===== src/hw/rtl/rebq_pkg.sv =====
`timescale 1ns / 1ps

package rebq_pkg;

   // accumulator width, signed
   localparam int ACC_WIDTH = 16;
   localparam int DIFF_WIDTH = 15;
   // compare width for saturating the halved accumulator
   localparam int CMP_WIDTH = 33;

   // reset values of the configuration registers
   localparam logic        ENABLE_RESET   = 1'b1;
   localparam logic [7:0]  DEBOUNCE_RESET = 8'd6;
   localparam logic [15:0] LONG_RESET     = 16'd160;
   localparam logic [7:0]  SETTLE_RESET   = 8'd255;

   // request codes
   localparam logic [1:0] REQ_ENCODER = 2'd0;
   localparam logic [1:0] REQ_TICK    = 2'd1;
   localparam logic [1:0] REQ_READ    = 2'd2;

   // configuration register indexes
   localparam logic [1:0] CSR_ENABLE   = 2'd0;
   localparam logic [1:0] CSR_DEBOUNCE = 2'd1;
   localparam logic [1:0] CSR_LONG     = 2'd2;

   // tone event codes
   localparam logic [2:0] TONE_NONE    = 3'd0;
   localparam logic [2:0] TONE_PRESS   = 3'd1;
   localparam logic [2:0] TONE_RELEASE = 3'd2;
   localparam logic [2:0] TONE_LONG    = 3'd3;
   localparam logic [2:0] TONE_READ    = 3'd4;

   typedef struct packed {
      logic [1:0] req_type;
      logic       pin_a;
      logic       pin_b;
      logic       push_req;
   } req_payload_type;

   typedef struct packed {
      logic signed [DIFF_WIDTH-1:0] diff_steps;
      logic                         click;
      logic                         long_click;
      logic                         pressed;
      logic                         activity;
      logic [2:0]                   tone_event;
   } rsp_payload_type;

   // button state seen by the rest of the block
   typedef struct packed {
      logic blocked;
      logic stable_level;
      logic click_flag;
      logic long_flag;
   } btn_status_type;

   // what one tick item causes, with the debounced level after it
   typedef struct packed {
      logic       activity;
      logic       level;
      logic [2:0] tone;
   } btn_event_type;

   // what one encoder or read item causes
   typedef struct packed {
      logic                         activity;
      logic                         nonzero;
      logic signed [DIFF_WIDTH-1:0] diff;
   } enc_result_type;

endpackage


===== src/hw/rtl/rebq_button.sv =====
`timescale 1ns / 1ps

module rebq_button import rebq_pkg::*; (
   input  logic           clock,
   input  logic           reset,
   input  logic           tick,
   input  logic           clear,
   input  logic           push,
   input  logic [7:0]     debounce_count,
   input  logic [15:0]    long_count,
   output btn_status_type status,
   output btn_event_type  evt
);

   logic        filter_ff, filter_in;
   logic        stable_ff, stable_in;
   logic [7:0]  settle_ff, settle_in;
   logic [15:0] hold_ff, hold_in;
   logic        long_rep_ff, long_rep_in;
   logic        blocked_ff, blocked_in;
   logic        click_ff, click_in;
   logic        long_ff, long_in;

   // debounce, hold timing and press / release detection
   always_comb begin
      filter_in   = filter_ff;
      stable_in   = stable_ff;
      settle_in   = settle_ff;
      hold_in     = hold_ff;
      long_rep_in = long_rep_ff;
      blocked_in  = blocked_ff;
      click_in    = click_ff;
      long_in     = long_ff;
      evt         = '{activity: 1'b0, level: stable_ff, tone: TONE_NONE};
      if (push != filter_ff) begin
         filter_in = push;
         settle_in = '0;
      end else if (settle_ff < debounce_count) begin
         settle_in = settle_ff + 8'd1;
      end else if (push == stable_ff) begin
         if (push && !long_rep_ff) begin
            if (hold_ff < long_count) begin
               hold_in = hold_ff + 16'd1;
            end else begin
               long_in     = 1'b1;
               long_rep_in = 1'b1;
               evt         = '{activity: 1'b1, level: stable_ff, tone: TONE_LONG};
            end
         end
      end else begin
         if (push) begin
            blocked_in  = 1'b1;
            long_rep_in = 1'b0;
            evt.tone    = TONE_PRESS;
         end else begin
            blocked_in = 1'b0;
            if (!long_rep_ff) begin
               click_in = 1'b1;
            end
            evt.tone = TONE_RELEASE;
         end
         hold_in      = '0;
         stable_in    = push;
         evt.level    = push;
         evt.activity = 1'b1;
      end
   end

   // update on a tick, drop the flags on a read
   always_ff @(posedge clock) begin
      if (reset) begin
         filter_ff   <= 1'b0;
         stable_ff   <= 1'b0;
         settle_ff   <= SETTLE_RESET;
         hold_ff     <= '0;
         long_rep_ff <= 1'b0;
         blocked_ff  <= 1'b0;
         click_ff    <= 1'b0;
         long_ff     <= 1'b0;
      end else if (tick) begin
         filter_ff   <= filter_in;
         stable_ff   <= stable_in;
         settle_ff   <= settle_in;
         hold_ff     <= hold_in;
         long_rep_ff <= long_rep_in;
         blocked_ff  <= blocked_in;
         click_ff    <= click_in;
         long_ff     <= long_in;
      end else if (clear) begin
         click_ff <= 1'b0;
         long_ff  <= 1'b0;
      end
   end

   assign status = '{blocked: blocked_ff, stable_level: stable_ff,
                     click_flag: click_ff, long_flag: long_ff};

endmodule


===== src/hw/rtl/rebq_encoder.sv =====
`timescale 1ns / 1ps

module rebq_encoder import rebq_pkg::*; (
   input  logic           clock,
   input  logic           reset,
   input  logic           sample,
   input  logic           read,
   input  logic           pin_a,
   input  logic           pin_b,
   input  logic           enable,
   input  logic           blocked,
   output enc_result_type result
);

   localparam logic signed [ACC_WIDTH-1:0] ACC_MAX = {1'b0, {(ACC_WIDTH-1){1'b1}}};
   localparam logic signed [ACC_WIDTH-1:0] ACC_MIN = {1'b1, {(ACC_WIDTH-1){1'b0}}};
   localparam logic signed [CMP_WIDTH-1:0] DIFF_MAX =
      CMP_WIDTH'((64'sd1 <<< (DIFF_WIDTH - 1)) - 64'sd1);
   localparam logic signed [CMP_WIDTH-1:0] DIFF_MIN =
      CMP_WIDTH'(-(64'sd1 <<< (DIFF_WIDTH - 1)));

   logic                        a_last_ff, a_last_in;
   logic                        b_last_ff, b_last_in;
   logic signed [ACC_WIDTH-1:0] acc_ff, acc_in;
   logic signed [ACC_WIDTH-1:0] half;
   logic signed [CMP_WIDTH-1:0] half_wide;
   logic                        step;

   // halve toward zero: round negatives up before the shift
   assign half      = $signed(acc_ff + ACC_WIDTH'(acc_ff[ACC_WIDTH-1])) >>> 1;
   assign half_wide = CMP_WIDTH'(half);

   always_comb begin
      a_last_in = a_last_ff;
      b_last_in = b_last_ff;
      acc_in    = acc_ff;
      step      = 1'b0;
      if (sample) begin
         if (enable && !blocked && (pin_a != a_last_ff)) begin
            a_last_in = pin_a;
            if (pin_b != b_last_ff) begin
               b_last_in = pin_b;
               step      = 1'b1;
               // saturate at the accumulator limits
               if (pin_a == pin_b) begin
                  if (acc_ff != ACC_MAX) begin
                     acc_in = acc_ff + ACC_WIDTH'(1);
                  end
               end else if (acc_ff != ACC_MIN) begin
                  acc_in = acc_ff - ACC_WIDTH'(1);
               end
            end
         end
      end else if (read && (half != '0)) begin
         acc_in = '0;
      end
   end

   always_ff @(posedge clock) begin
      if (reset) begin
         a_last_ff <= 1'b0;
         b_last_ff <= 1'b0;
         acc_ff    <= '0;
      end else begin
         a_last_ff <= a_last_in;
         b_last_ff <= b_last_in;
         acc_ff    <= acc_in;
      end
   end

   // clamp the halved value to the output range
   always_comb begin
      result.activity = step;
      result.nonzero  = (half != '0);
      if (half_wide > DIFF_MAX) begin
         result.diff = DIFF_MAX[DIFF_WIDTH-1:0];
      end else if (half_wide < DIFF_MIN) begin
         result.diff = DIFF_MIN[DIFF_WIDTH-1:0];
      end else begin
         result.diff = half_wide[DIFF_WIDTH-1:0];
      end
   end

endmodule


===== src/hw/rtl/rotary_encoder_button_qualifier_core.sv =====
`timescale 1ns / 1ps
// Rotary encoder and push button qualifier.
// Request channel (req_valid / req_stall / req_payload) takes one item per
// cycle while req_stall is low: an encoder pin sample, a button tick, or a
// read that returns the halved step count and click flags, clearing any nonzero.
// Response channel (rsp_valid / rsp_stall / rsp_payload) gives exactly one
// item per request, in order.
// The request is held in the input register and then moves to the result
// register, where rsp_valid rises. Throughput: one item per cycle while the
// receiver does not stall, set by the single pass from the input register to
// the result register in which all state is updated.
// When the receiver stalls, the result register holds; the input register
// keeps accepting until it is full, then req_stall rises.
// Configuration (csr_valid / csr_ready / csr_index / csr_wdata) is always
// ready: index 0 enable, 1 debounce count, 2 long press count. Write it only
// while no item is in flight.
// Synchronous reset empties both registers, clears the button and encoder
// state and restores the configuration defaults.
module rotary_encoder_button_qualifier_core import rebq_pkg::*; (
   input  logic            clock,
   input  logic            reset,
   input  logic            req_valid,
   output logic            req_stall,
   input  req_payload_type req_payload,
   output logic            rsp_valid,
   input  logic            rsp_stall,
   output rsp_payload_type rsp_payload,
   input  logic            csr_valid,
   output logic            csr_ready,
   input  logic [1:0]      csr_index,
   input  logic [15:0]     csr_wdata
);

   logic            enable_ff;
   logic [7:0]      debounce_ff;
   logic [15:0]     long_ff;
   logic            in_valid_ff, in_valid_in;
   req_payload_type in_item_ff;
   logic            out_valid_ff, out_valid_in;
   rsp_payload_type out_item_ff, out_item_in;
   logic            advance;
   logic            accept;
   logic            is_read;
   btn_status_type  btn_status;
   btn_event_type   btn_evt;
   enc_result_type  enc_result;

   // configuration registers
   assign csr_ready = 1'b1;
   always_ff @(posedge clock) begin
      if (reset) begin
         enable_ff   <= ENABLE_RESET;
         debounce_ff <= DEBOUNCE_RESET;
         long_ff     <= LONG_RESET;
      end else if (csr_valid && csr_ready) begin
         case (csr_index)
            CSR_ENABLE:   enable_ff   <= csr_wdata[0];
            CSR_DEBOUNCE: debounce_ff <= csr_wdata[7:0];
            CSR_LONG:     long_ff     <= csr_wdata;
            default:      ;
         endcase
      end
   end

   // move the item on when the result register is free or being taken
   assign advance   = in_valid_ff && (!out_valid_ff || !rsp_stall);
   assign req_stall = in_valid_ff && !advance;
   assign accept    = req_valid && !req_stall;
   assign is_read   = (in_item_ff.req_type == REQ_READ);

   rebq_button u_button (
      .clock          (clock),
      .reset          (reset),
      .tick           (advance && (in_item_ff.req_type == REQ_TICK)),
      .clear          (advance && is_read),
      .push           (in_item_ff.push_req),
      .debounce_count (debounce_ff),
      .long_count     (long_ff),
      .status         (btn_status),
      .evt            (btn_evt)
   );

   rebq_encoder u_encoder (
      .clock   (clock),
      .reset   (reset),
      .sample  (advance && (in_item_ff.req_type == REQ_ENCODER)),
      .read    (advance && is_read),
      .pin_a   (in_item_ff.pin_a),
      .pin_b   (in_item_ff.pin_b),
      .enable  (enable_ff),
      .blocked (btn_status.blocked),
      .result  (enc_result)
   );

   // build the result item
   always_comb begin
      out_item_in            = '0;
      out_item_in.pressed    = enable_ff && btn_status.stable_level;
      case (in_item_ff.req_type)
         REQ_ENCODER: begin
            out_item_in.activity = enc_result.activity;
         end
         REQ_TICK: begin
            // report the level as it stands after this tick
            out_item_in.pressed    = enable_ff && btn_evt.level;
            out_item_in.activity   = btn_evt.activity;
            out_item_in.tone_event = btn_evt.tone;
         end
         REQ_READ: begin
            out_item_in.diff_steps = enc_result.diff;
            out_item_in.click      = btn_status.click_flag;
            out_item_in.long_click = btn_status.long_flag;
            out_item_in.tone_event = enc_result.nonzero ? TONE_READ : TONE_NONE;
         end
         default: ;
      endcase
   end

   // input and result register control
   always_comb begin
      in_valid_in = in_valid_ff;
      if (accept) begin
         in_valid_in = 1'b1;
      end else if (advance) begin
         in_valid_in = 1'b0;
      end
      out_valid_in = advance || (out_valid_ff && rsp_stall);
   end

   always_ff @(posedge clock) begin
      if (reset) begin
         in_valid_ff  <= 1'b0;
         out_valid_ff <= 1'b0;
      end else begin
         in_valid_ff  <= in_valid_in;
         out_valid_ff <= out_valid_in;
      end
   end

   always_ff @(posedge clock) begin
      if (accept) begin
         in_item_ff <= req_payload;
      end
      if (advance) begin
         out_item_ff <= out_item_in;
      end
   end

   assign rsp_valid   = out_valid_ff;
   assign rsp_payload = out_item_ff;

`ifndef SYNTHESIS
   // a full input register only waits on a stalled result
   assert property (@(posedge clock) disable iff (reset)
      req_stall |-> (rsp_valid && rsp_stall))
      else $error("input held while result register free");

   // a read tone only comes with a nonzero step count
   assert property (@(posedge clock) disable iff (reset)
      (rsp_valid && (rsp_payload.tone_event == TONE_READ)) |->
      (rsp_payload.diff_steps != '0))
      else $error("read tone without steps");

   // button tones always pulse activity
   assert property (@(posedge clock) disable iff (reset)
      (rsp_valid && ((rsp_payload.tone_event == TONE_PRESS) ||
                     (rsp_payload.tone_event == TONE_RELEASE) ||
                     (rsp_payload.tone_event == TONE_LONG))) |->
      rsp_payload.activity)
      else $error("button tone without activity");

   // click flags appear only on a read, which has no activity
   assert property (@(posedge clock) disable iff (reset)
      (rsp_valid && (rsp_payload.click || rsp_payload.long_click)) |->
      !rsp_payload.activity)
      else $error("click flag outside a read");
`endif

endmodule

===== config.mk =====
export PLATFORM = sky130hd
export DESIGN_NAME = rotary_encoder_button_qualifier_core
export DESIGN_NICKNAME = d
export VERILOG_FILES = /design/src/hw/rtl/rebq_pkg.sv /design/src/hw/rtl/rebq_button.sv /design/src/hw/rtl/rebq_encoder.sv /design/src/hw/rtl/rotary_encoder_button_qualifier_core.sv
export SDC_FILE = /design/constraint.sdc
export NUM_CORES = 1
export LEC_CHECK = 0
export BUFFER_PORTS_ARGS = -buffer_cell sky130_fd_sc_hd__buf_2
export CAP_MARGIN = 20
export CORE_MARGIN = 2
export CORE_UTILIZATION = 55
export DETAILED_ROUTE_END_ITERATION = 8
export GPL_TIMING_DRIVEN = 0
export PLACE_DENSITY = 0.83
export SYNTH_ARGS = -nofsm -noshare
export SYNTH_HDL_FRONTEND = slang
export SYNTH_SLANG_ARGS = --single-unit

===== constraint.sdc =====
create_clock -name clock -period 3.9 [get_ports clock]
set_input_delay 0.39 -clock clock [delete_from_list [all_inputs] [get_ports clock]]
set_output_delay 0.39 -clock clock [all_outputs]
set_load 0.005 [all_outputs]

Word level (Yosys, flattened, before mapping)
Cells that the tools add are included.
W data, S select, Z words.
{ "totals": {"regBits": 102, "in_bits": 28, "output_inout_bits": 25, "elab_cells": 154} }
{ "classes": {"addsub": 5, "magnitude_cmp": 4, "n_eq_ne": 26, "n_mux": 45, "n_bitwise": 4, "n_reduce_logical": 43} }
{ "ops": {"columns": ["cell", "count"], "rows": [
  ["$mux W16", 10],
  ["$ne A16 B16 Y1 const B", 2],
  ["$ne A2 B2 Y1 const B", 13],
  ["$mux W5", 5],
  ["$mux W1", 22],
  ["$reduce_and A6 Y1", 3],
  ["$add A16 B1 Y16", 1],
  ["$add A16 B1 Y16 const B", 1],
  ["$add A16 B2 Y16 const B", 1],
  ["$lt A16 B16 Y1", 1],
  ["$mux W8", 2],
  ["$reduce_bool A16 Y1", 1],
  ["$sub A16 B2 Y16 const B", 1],
  ["$gt A15 B15 Y1 const B", 1],
  ["$lt A15 B15 Y1 const B", 1],
  ["$mux W15", 1],
  ["$mux W14", 1],
  ["$logic_and A1 B1 Y1", 13],
  ["$reduce_and A2 Y1", 6],
  ["$reduce_and A5 Y1", 2],
  ["$reduce_bool A2 Y1", 5],
  ["$add A8 B1 Y8 const B", 1],
  ["$lt A8 B8 Y1", 1],
  ["$logic_not A1 Y1", 6],
  ["15 further kinds", 26]
]} }

Depth between registers and ports, before layout
{ "depth": {"word_depth": 8, "ltp_mapped": 13, "depth_no_buf": 11} }

Modules after synthesis
Synthesis repeated with hierarchy kept, for this count alone.
{ "hier_totals": {"hier_cells": 710, "hier_area_um2": 6373.6} }
{ "modules_own_cells": {"columns": ["mod", "n_inst", "cells_per_inst", "area_per_inst_um2", "seq_area_each_um2"], "rows": [
  ["rotary_encoder_button_qualifier_core", 1, 183, 2255.9, 1351.3],
  ["rebq_button", 1, 284, 2229.6, 580.6],
  ["rebq_encoder", 1, 243, 1888.1, 360.3]
]} }

Least setup slack after synthesis
No wires, ideal clock.
{ "synth_path": {"path_kind": "reg2reg", "from": "reg in_item_ff[2] (netlist name)", "to": "reg u_encoder.acc_ff[15]", "setup_ps": 128, "arrival_time_ps": 3302, "t_required_ps": 3772, "setup_slack_ps": 470, "stages_incl_launch_ff": 10, "n_path_buf": 0, "period_less_slack_ps": 3430, "path_cell_list": "edfxtp_1 xor2_1 ha_1 o311ai_0 o31ai_1 o31ai_1 o21ai_0 xnor2_1 a31oi_1 o32ai_1"} }
{ "synth_via": {"elab_chain_cells": 5, "word_cells_on_any_way": 11, "cone_classes": "5 x eq/ne; 4 x mux; 2 x reduce/logical"} }
{ "synth_lines": {"columns": ["element", "line_no", "source"], "rows": [
  ["start, declared", "rotary_encoder_button_qualifier_core.sv:38", "req_payload_type in_item_ff;"],
  ["start signal, assigned", "rotary_encoder_button_qualifier_core.sv:142", "in_item_ff <= req_payload;"],
  ["$eq A1 B1 Y1", "rebq_encoder.sv:45", "if (pin_a == pin_b) begin"],
  ["$mux W16", "rebq_encoder.sv:45", null],
  ["$mux W16", "rebq_encoder.sv:41", "if (pin_b != b_last_ff) begin"],
  ["$mux W16", "rebq_encoder.sv:39", "if (enable && !blocked && (pin_a != a_last_ff)) begin"],
  ["$mux W16", "rebq_encoder.sv:38", "if (sample) begin"],
  ["end signal, assigned", "rebq_encoder.sv:67", "acc_ff <= acc_in;"],
  ["end, declared", "rebq_encoder.sv:24", "logic signed [ACC_WIDTH-1:0] acc_ff, acc_in;"]
]} }
Parallel ways exist; a longest one is shown, timed or not. The select of a mux whose other input is x is not followed.
A chain may end at the register's enable or synchronous reset.

Final worst setup path
Same ends and word-level chain as after synthesis.

==> flow_metrics.env <==
export IMPL_grt_first_pass_wirelength_um=23300
export IMPL_fin_area_um2=6730
export IMPL_drv_cap=0
export IMPL_place_area_um2=6520
export IMPL_period_minus_slack_ps=3730
export IMPL_synth_fa_ha_area_share_pct=8.98
export IMPL_hold_depth=1
export IMPL_die_w_um=109
export IMPL_nets=826
export IMPL_ctsLongestPathBuffers=2
export IMPL_ctsHtreeMaxLevel=3
export IMPL_antenna_found_initial=0
export IMPL_cp_arrival_ps=4030
export IMPL_leakagePower_uw=0.00274
export IMPL_cts_setup_buffers=0
export IMPL_slew_viol_final=0
export IMPL_clk_pin_slew_ps=100
export IMPL_tritoncts="built"
export IMPL_cp_end_kind="flop"
export IMPL_max_slew_margin_pct=35.7
export IMPL_cts_hold_buf=0
export IMPL_yosys_warnings=0
export IMPL_use_met1_pct=34.9
export IMPL_worst_r2r_setup_slack_ps=170
export IMPL_grt_overflow_total=0
export IMPL_clock_latency_ps=380
export IMPL_gp_congestion=0.902
export IMPL_yosys_area_share_simple_pct=22.6
export IMPL_worstSetupPathType="flop to flop"
export IMPL_synth_fp_nets=763
export IMPL_cts_root_buf="clkbuf_8"
export IMPL_synth_top_area_cell="dfxtp_1"
export IMPL_drc=0
export IMPL_grt_pass1_vias=4930
export IMPL_clkSinkCount=101
export IMPL_use_met2_pct=38.9
export IMPL_synthFlopType="dfxtp_1"
export IMPL_die_h_um=109
export IMPL_synthXorXnorAreaFrac_pct=5.19
export IMPL_dieArea_um2=11900
export IMPL_nFillCells=911
export IMPL_ant_nets=0
export IMPL_grtUsageMet3_pct=4.06
export IMPL_hp_start="req_payload[2]"
export IMPL_rr_worst_depth=10
export IMPL_r2r_end="u_encoder.acc_ff[15]$_SDFFE_PP0P_"
export IMPL_ys_seq_area_share_pct=37.7
export IMPL_max_stage_delay_ps=570
export IMPL_synth_top_family_by_area="simple AND/OR/NAND/NOR gates"
export IMPL_cts_buffers=9
export IMPL_crit_required_ps=4190
export IMPL_hold_end="in_item_ff[2]$_DFFE_PP_"
export IMPL_via_per_inst=5.97
export IMPL_grt_max_degree=32
export IMPL_synth_top_area_share_pct=24.4
export IMPL_setup_tns_ps=0
export IMPL_start_util_pct=56.3
export IMPL_min_period_over_period_pct=95.7
export IMPL_wl_um=14400
export IMPL_ys_ff_latch=101
export IMPL_cp_start_kind="flop"
export IMPL_dr_pass1_iters=6
export IMPL_std_cell_rows=38
export IMPL_avgSynthCellArea_um2=8.78
export IMPL_portBuffers=51
export IMPL_rsz0062_at_grt="false"
export IMPL_tightest_slew_ps=956
export IMPL_post_cts_resized=0
export IMPL_crit_chain="xor2_2, buf_6, ha_1, o311ai_0, o31ai_1, o31ai_1, o21ai_0, xnor2_1, a31oi_1, o32ai_1"
export IMPL_hold_viol=0
export IMPL_dp_hpwl_um=10700
export IMPL_avgRoutedWirePerCell_um=16.0
export IMPL_hold_path_class="primary input to flop"
export IMPL_layout_drive_gt1_share_pct=14.3
export IMPL_synth_compound_area_share_pct=17.3
export IMPL_yosysMostFrequentCell="nand2_1"
export IMPL_synth_area_um2=6080
export IMPL_vias=5376
export IMPL_yosysUniqueCellTypes=68
export IMPL_power_density_nw_per_um2=307
export IMPL_muxShareOfSynthArea_pct=1.83
export IMPL_setup_violations=0
export IMPL_top_usage_layer="met2"
export IMPL_area_delta_synth_final_pct=10.8
export IMPL_synthCells=692
export IMPL_power_uw=2070
export IMPL_synthTopCellsByCount="76 x nand2_1, 74 x dfxtp_1, 55 x nor2_1, 54 x a21oi_1, 42 x ha_1"
export IMPL_status="finished, final reports clean"
export IMPL_grt_usage_pct=25.0
export IMPL_antenna_cells=0
export IMPL_synth_edf_count=27
export IMPL_crit_slowest_cell="o31ai_1"
export IMPL_crit_top_cell="o31ai_1"
export IMPL_fmax_mhz=268
export IMPL_ir_drop_mv=0.232
export IMPL_crit_fanout=10
export IMPL_r2r_start="in_item_ff[2]$_DFFE_PP_"
export IMPL_drtIter0Drc=367
export IMPL_io_pins=53
export IMPL_final_util_pct=62.4
export IMPL_core_um2=10800
export IMPL_synth_area_top_cells="dfxtp_1 24%, edfxtp_1 13%, ha_1 8.6%"
export IMPL_async_reset_ff_share_pct=0
export IMPL_finalClockSkew_ps=12.7
-- kinds of logic after synthesis --
family / count (synthesis)
muxes: 11
other: 1
buffers and inverters: 71
and+or+nand+nor: 270
adders and majority gates: 43
DFF: 101
xor gates and xnor gates: 36
AOI/OAI and AO/OA: 159
-- flip-flops by register name, summed over array words and instances, names as in the netlist, 5 cells and up --
| name | cells |
|---|---|
| u_button.settle_ff | 8 |
| rsp_payload | 22 |
| debounce_ff | 8 |
| long_ff | 16 |
| u_button.hold_ff | 16 |
| u_encoder.acc_ff | 16 |
| in_item_ff | 5 |
-- worst max-delay path, delay by kind of cell, from the launching register on --
family / cells / cell delay, ps
XOR/XNOR: 2 / 730
adder cells (fa/ha/maj): 1 / 280
flip-flops: 1 / 560
buffers and inverters: 1 / 220
AO/OA/AOI/OAI: 6 / 1840
-- cells in the final DEF (no fill, tap or decap), types with 8 or more instances in the layout --
cell       n
o21a_1     8
nand3_1   24
nand4_1   18
o21ai_0   27
buf_2     53
clkbuf_8  20
inv_1     39
clkbuf_1  15
nand2b_1   8
and2_1    13
edfxtp_1  27
nand2_1   76
ha_1      42
o21bai_1   9
mux2i_1   10
nor2b_1   10
nor4_1     8
nor3_1    18
xnor2_1   18
nor2_1    55
xor2_1    17
a21oi_1   54
dfxtp_1   74
-- area by class of cell --
class / count / area (um^2) / area share, %
multi-input combinational: 520 / 3400 / 50.6
sequential: 101 / 2290 / 34.0
timing repair buffer: 52 / 267 / 3.96
buffer: 32 / 241 / 3.59
tap: 140 / 175 / 2.60
inverter: 39 / 146 / 2.17
clock buffer: 10 / 138 / 2.04
clock inverter: 6 / 68.8 / 1.02
-- report_power, final --
part | switching (uW) | internal (uW)
clock network | 386 | 320
logic | 147 | 95.7
registers | 18.0 | 1100
total | 551 | 1520
-- worst max path at each step --
stage / from / slack, ps / to
floorplan: in_item_ff[2]$_DFFE_PP_ / 470 / u_encoder.acc_ff[15]$_SDFFE_PP0P_
global placement: in_item_ff[2]$_DFFE_PP_ / -190 / u_encoder.acc_ff[15]$_SDFFE_PP0P_
detailed placement: in_item_ff[2]$_DFFE_PP_ / 100 / u_encoder.acc_ff[15]$_SDFFE_PP0P_
CTS: in_item_ff[2]$_DFFE_PP_ / 80 / u_encoder.acc_ff[15]$_SDFFE_PP0P_
global route: in_item_ff[2]$_DFFE_PP_ / 20 / u_encoder.acc_ff[15]$_SDFFE_PP0P_
finish: in_item_ff[2]$_DFFE_PP_ / 170 / u_encoder.acc_ff[15]$_SDFFE_PP0P_
-- per-layer routing --
layer / routed length [um] / vias to the layer above / part of all wire [%]
met5: 0 / - / 0
met4: 261 / 0 / 1.8
met3: 1040 / 29 / 7.2
met2: 6580 / 220 / 46
met1: 6510 / 2518 / 45
li1: - / 2609 / -
-- per-stage QoR --
step / instances / worst slack (ps) / hold WS [ps]
2_1_floorplan: 692 / 470 / 436
3_3_place_gp: 883 / -187 / 446
3_5_place_dp: 884 / 98.0 / 452
4_1_cts: 900 / 84.0 / 181
5_1_grt: 900 / 17.9 / 180
6_report: 900 / 168 / 189
(Power assumes the default switching activity.)
